## config.mk

```make
export PLATFORM = sky130hd
export DESIGN_NAME = qrs_front
export DESIGN_NICKNAME = d
export VERILOG_FILES = /design/src/hw/rtl/assert_macros.svh /design/src/hw/rtl/qrs_pkg.sv /design/src/hw/rtl/qrs_front.sv
export SDC_FILE = /design/constraint.sdc
export NUM_CORES = 2
export LEC_CHECK = 0
export ABC_CLOCK_PERIOD_IN_PS = 6000
export BUFFER_PORTS_ARGS = -buffer_cell sky130_fd_sc_hd__buf_2
export CORE_MARGIN = 5
export CORE_UTILIZATION = 45
export DETAILED_ROUTE_END_ITERATION = 7
export HOLD_SLACK_MARGIN = 0.15
export PLACE_DENSITY_LB_ADDON = 0.15
export SYNTH_ARGS = -nofsm -noshare
export SYNTH_HDL_FRONTEND = slang
export SYNTH_SLANG_ARGS = --single-unit
```

## constraint.sdc

```tcl
create_clock -name clk -period 6 [get_ports clk]
set_input_delay 0 -clock clk [delete_from_list [all_inputs] [get_ports clk]]
set_output_delay 0 -clock clk [all_outputs]
set_load 0.01 [all_outputs]
```

## src/hw/rtl/assert_macros.svh

```systemverilog
// Assertion macros shared by the quadratic root solver RTL.
// Depends on nothing; include after the clock and reset are declared.
`ifndef ASSERT_MACROS_SVH
`define ASSERT_MACROS_SVH

// Implication checked at every clock edge, held off during reset.
`define QRS_ASSERT_IMPL(lbl, clk, rst, ante, cons, msg) \
  lbl: assert property (@(posedge clk) disable iff (rst) (ante) |-> (cons)) else $error(msg);

// Implication checked in the cycle after the antecedent.
`define QRS_ASSERT_NEXT(lbl, clk, rst, ante, cons, msg) \
  lbl: assert property (@(posedge clk) disable iff (rst) (ante) |=> (cons)) else $error(msg);

`endif

```

## src/hw/rtl/qrs_pkg.sv

```systemverilog
// Package for the quadratic root solver: widths, pipeline depths and the
// sideband structs passed between pipeline sections. No dependencies.
`default_nettype none
package qrs_pkg;
  localparam int COEF_W   = 16;
  localparam int FRAC_W   = 16;
  localparam int DISC_W   = 34;           // signed b*b - 4ac
  localparam int RAD_W    = 33;           // non-negative discriminant
  localparam int ROOT_W   = 33;           // floor(sqrt(disc * 2^32))
  localparam int SQ_STEPS = 33;           // one root bit per stage
  localparam int REM_W    = ROOT_W + 3;
  localparam int NB_W     = COEF_W + 1 + FRAC_W;
  localparam int NUM_W    = 35;           // signed numerator nb +/- s
  localparam int MAG_W    = NUM_W - 1;
  localparam int DEN_W    = COEF_W + 1;   // |2a|
  localparam int DIV_STEPS = MAG_W;       // one quotient bit per stage
  localparam int DREM_W   = DEN_W + 1;
  localparam int OUT_W    = 32;
  localparam int CNT_W    = 2;

  localparam logic [CNT_W-1:0] CNT_NONE = 2'd0;
  localparam logic [CNT_W-1:0] CNT_ONE  = 2'd1;
  localparam logic [CNT_W-1:0] CNT_TWO  = 2'd2;

  typedef struct packed {
    logic [CNT_W-1:0]        count;
    logic                    b_pos;
    logic signed [NB_W-1:0]  nb;
    logic                    den_neg;
    logic [DEN_W-1:0]        den_mag;
  } side_t;

  typedef struct packed {
    logic [CNT_W-1:0] count;
    logic             near_neg;
    logic             far_neg;
    logic [MAG_W-1:0] near_mag;
    logic [MAG_W-1:0] far_mag;
  } quo_t;
endpackage
`default_nettype wire

```

## src/hw/rtl/qrs_front.sv

```systemverilog
// Front section: coefficient products and exact discriminant, two stages.
// Depends on qrs_pkg.
`default_nettype none
module qrs_front (
  input  logic                           clk,
  input  logic                           rst,
  input  logic                           en,
  input  logic                           in_vld,
  input  logic signed [qrs_pkg::COEF_W-1:0] in_a,
  input  logic signed [qrs_pkg::COEF_W-1:0] in_b,
  input  logic signed [qrs_pkg::COEF_W-1:0] in_c,
  output logic                           out_vld,
  output logic [qrs_pkg::RAD_W-1:0]      out_rad,
  output qrs_pkg::side_t                 out_side
);
  import qrs_pkg::*;

  logic                          vld1;
  logic signed [COEF_W-1:0]      a1;
  logic signed [COEF_W-1:0]      b1;
  logic signed [2*COEF_W-1:0]    bb1;
  logic signed [2*COEF_W-1:0]    ac1;

  logic signed [DISC_W-1:0]      disc;
  logic [CNT_W-1:0]              count;
  logic [COEF_W-1:0]             a_abs;
  logic signed [COEF_W:0]        negb;
  side_t                         side_next;

  always_ff @(posedge clk) begin
    if (rst) begin
      vld1 <= 1'b0;
    end else if (en) begin
      vld1 <= in_vld;
    end
    if (en) begin
      a1  <= in_a;
      b1  <= in_b;
      bb1 <= in_b * in_b;
      ac1 <= in_a * in_c;
    end
  end

  assign disc  = DISC_W'(bb1) - (DISC_W'(ac1) <<< 2);
  assign a_abs = a1[COEF_W-1] ? COEF_W'(-a1) : COEF_W'(a1);
  assign negb  = -(COEF_W+1)'(b1);

  always_comb begin
    priority if (a1 == '0) begin
      count = CNT_NONE;
    end else if (disc[DISC_W-1]) begin
      count = CNT_NONE;
    end else if (disc == '0) begin
      count = CNT_ONE;
    end else begin
      count = CNT_TWO;
    end
    side_next.count   = count;
    side_next.b_pos   = !b1[COEF_W-1] && (b1 != '0);
    side_next.nb      = {negb, {FRAC_W{1'b0}}};
    side_next.den_neg = a1[COEF_W-1];
    side_next.den_mag = {a_abs, 1'b0};
  end

  always_ff @(posedge clk) begin
    if (rst) begin
      out_vld <= 1'b0;
    end else if (en) begin
      out_vld <= vld1;
    end
    if (en) begin
      // drop a negative discriminant (or a zero a) to zero so the root stages stay tame
      out_rad  <= (count == CNT_NONE) ? '0 : disc[RAD_W-1:0];
      out_side <= side_next;
    end
  end
endmodule
`default_nettype wire

```

==> run_results.csv <==
group,metric,value,unit
run_status,status,"finished, final reports clean",
synth,synth_top_area_share,0.3702,
setup_path,path_common_cell,"fa_1",
cts,clkTransAtPathRegs,70,ps
setup_path,endpoint_kind,"register",
synth,synth_edf_count,163,
timing,clock_skew,16.44,ps
drt,dr.pass1.iters,5,
synth,synth_top_cell_by_area,"fa_1",
floorplan,die_y,254.6,µm
hold_path,hp-class,"input pin to register",
hold_path,holdCritStartpoint,"en",
floorplan,rows,89,
synth,synth.distinct_cells,74,
floorplan,start_util,0.4555,
layout,fin_cells,3814,
synth,async_reset_ff_frac,0,
synth,yosysSeqAreaShare,0.1832,
grt,antenna_found_initial,1,
layout,drive_gt1_frac,0.1236,
cts,ctsHtreeMaxLevel,4,
grt,grt_max_degree,103,
timing,min_period,5850,ps
layout,final_area,30530,µm²
synth,ys_warn_count,0,
setup_path,slowest_stage,"dlygate4sd3_1",
grt,grt_first_pass_wirelength,104700,µm
drt,drt_iter0_drc,1048,
timing,setup_violations,0,
synth,syn_area,26930,µm²
grt,grt_overflow,0,
setup_path,cp.required,6210,ps
layout,layout_common_cells,"664 x inv_1, 494 x fa_1, 254 x nand2_1",
cts,clk_path_buf_depth,2,
layout,fin_nets,3779,
floorplan,fp.dieW,254.6,µm
cts,cts.sinks,165,
cts,clk_latency,480,ps
timing,tightestPinTransition,1107,ps
drt,via_per_inst,5.088,
placement,place_hpwl,52520,µm
floorplan,core,59130,µm²
grt,grt_usage,0.2023,
synth,avgSynthCellArea,9.758,µm²
drt,wl_per_cell,16.41,µm
setup_path,rr_worst_depth,12,
synth,synth-seq-cells,165,
placement,dp_cells,3744,
hold_path,min_to,"b1[15]$_DFFE_PP_",
drt,vias,19405,
synth,synthCells,2760,
placement,placed_area,29420,µm²
setup_path,worstSetupStartpointType,"input pin",
layout,area_growth,13.37,%
timing,rsz0062_at_grt,"yes",
placement,place.gp.congestion,0.8922,
setup_path,crit_arrival,6060,ps
synth,synthFlopType,"edfxtp_1",
cts,cts_tree,"yes",
drt,drt-total-wl,62590,µm
floorplan,io_pins,140,
hold_path,min_path_cells,1,
floorplan,dieArea,64840,µm²
grt,grt_pass1_vias,20619,
setup_path,r2r_start,"ac1[0]$_DFFE_PP_",
setup_path,worstPathMaxFanout,5,
setup_path,regToRegSetupSlack,940,ps
timing,timing.fmax,171.0,MHz
timing,drv_slew,0,
cts,cts_root_buffer,"clkbuf_16",
placement,io_buffers,121,
flow_run,max_cap_violations,0,
synth,synth.area.top_cells,"fa_1 37%, edfxtp_1 18%, ha_1 9.3%",
setup_path,crit_chain,"dlygate4sd3_1 > buf_6 > and2_1 > fa_1 > inv_1 > fa_1 > fa_1 > inv_1 > fa_1 > fa_1 > inv_1 > fa_1 > inv_1 > ha_1 > nand3_1 > nor2_1 > nand2_1 > or4_4 > a31oi_1 > or4_1 > a31o_2 > a21oi_1 > xnor2_1",
setup_path,r2r-end,"out_side[52]$_DFFE_PP_",
layout,diodes,0,
setup_path,setup.worst_path.class,"input pin to register",
timing,fin_crit_sh,0.9749,
layout,layout_commonest_cell,"inv_1",
cts,cts_buffers,17,
drt,ant_nets,0,
timing,hold_viol,0,
drt,drc,0,
setup_path,cp_slowest_stage_delay,550,ps
timing,slew_headroom,0.2618,
cell usage after synthesis, types with 35 or more instances:
| cell type | n |
|---|---|
| a21oi_1 | 88 |
| xnor2_1 | 88 |
| ha_1 | 201 |
| edfxtp_1 | 163 |
| o21ai_0 | 47 |
| fa_1 | 498 |
| inv_1 | 665 |
| nor2_1 | 109 |
| and2_1 | 180 |
| clkbuf_1 | 77 |
| xor2_1 | 40 |
| nor3_1 | 35 |
| nand2_1 | 256 |
| a21o_1 | 36 |
cells by family (layout without fill, tap and decap cells):
kind of cell,count (synthesis),in the layout,synth area share
buf+inv,764,1028,0.1093
simple gates,733,733,0.1361
fa+ha+maj,699,699,0.4635
compound gates,264,264,0.06369
flops,165,165,0.1832
xor+xnor,128,128,0.04162
mux,6,6,0.002416
other cells,1,18,0.0001392
layout make-up:
cell class	count	area, µm²
sequential	165	4935
clock buffer	17	425.4
multi-input combinational	1848	19230
fill	5434	28600
timing repair buffer	331	2313
inverter	665	2496
tap	773	967.2
clock inverter	15	165.2
sequential cells by signal, summed over array words and instances, names as in the netlist:
signal    cells
a1           16
ac1          32
b1           16
bb1          30
out_rad      32
out_side     37
out_vld       1
vld1          1
layer usage:
layer  global-route usage  up-vias  wire length (µm)
met4              0.05387        0              1319
met1               0.2847     9842             27700
li1                     -     9025                 -
met5                    0        -                 0
met2               0.3296      452             30100
met3              0.03375       86              3463
worst max-delay path by stage:
stage	from	end	slack, ps	depth (start not counted)
after CTS	in_a[14]	ac1[30]$_DFFE_PP_	20	23
final	in_a[14]	ac1[24]$_DFFE_PP_	150	23
after detailed placement	in_b[3]	bb1[31]$_DFFE_PP_	-230	25
after floorplan	in_b[15]	bb1[31]$_DFFE_PP_	10	22
after global placement	in_b[5]	bb1[31]$_DFFE_PP_	-170	26
after global routing	in_b[0]	bb1[31]$_DFFE_PP_	-40	27
per-stage QoR:
step	setup slack [ps]	util	TNS, ps	hold WS (ps)
after floorplan	10.56	-	0	72.38
after global placement	-172.5	0.4975	-366.0	175.7
after detailed placement	-226.2	0.4975	-658.3	183.1
after CTS	18.11	0.5138	0	170.3
after global routing	-39.94	0.5164	-70.54	189.2
final	150.3	0.5164	0	160.0
critical path, delay by kind of cell:
kind,cells,cell delay (ps)
compound gates,3,470
xor+xnor,1,130
fa+ha+maj,7,3380
buf+inv,6,900
simple gates,6,1180
timing repair:
| action | CTS | global route |
|---|---|---|
| gates resized for setup | 0 | 50 |
| endpoints found under the hold margin | 37 | 0 |
| setup endpoints to repair | 0 | 12 |
| hold buffers | 37 | 0 |
| buffers inserted | 0 | 1 |
Power is left out: the tool's default activity adds up to more than one toggle a clock period on the data nets, which glitch-free logic cannot reach.
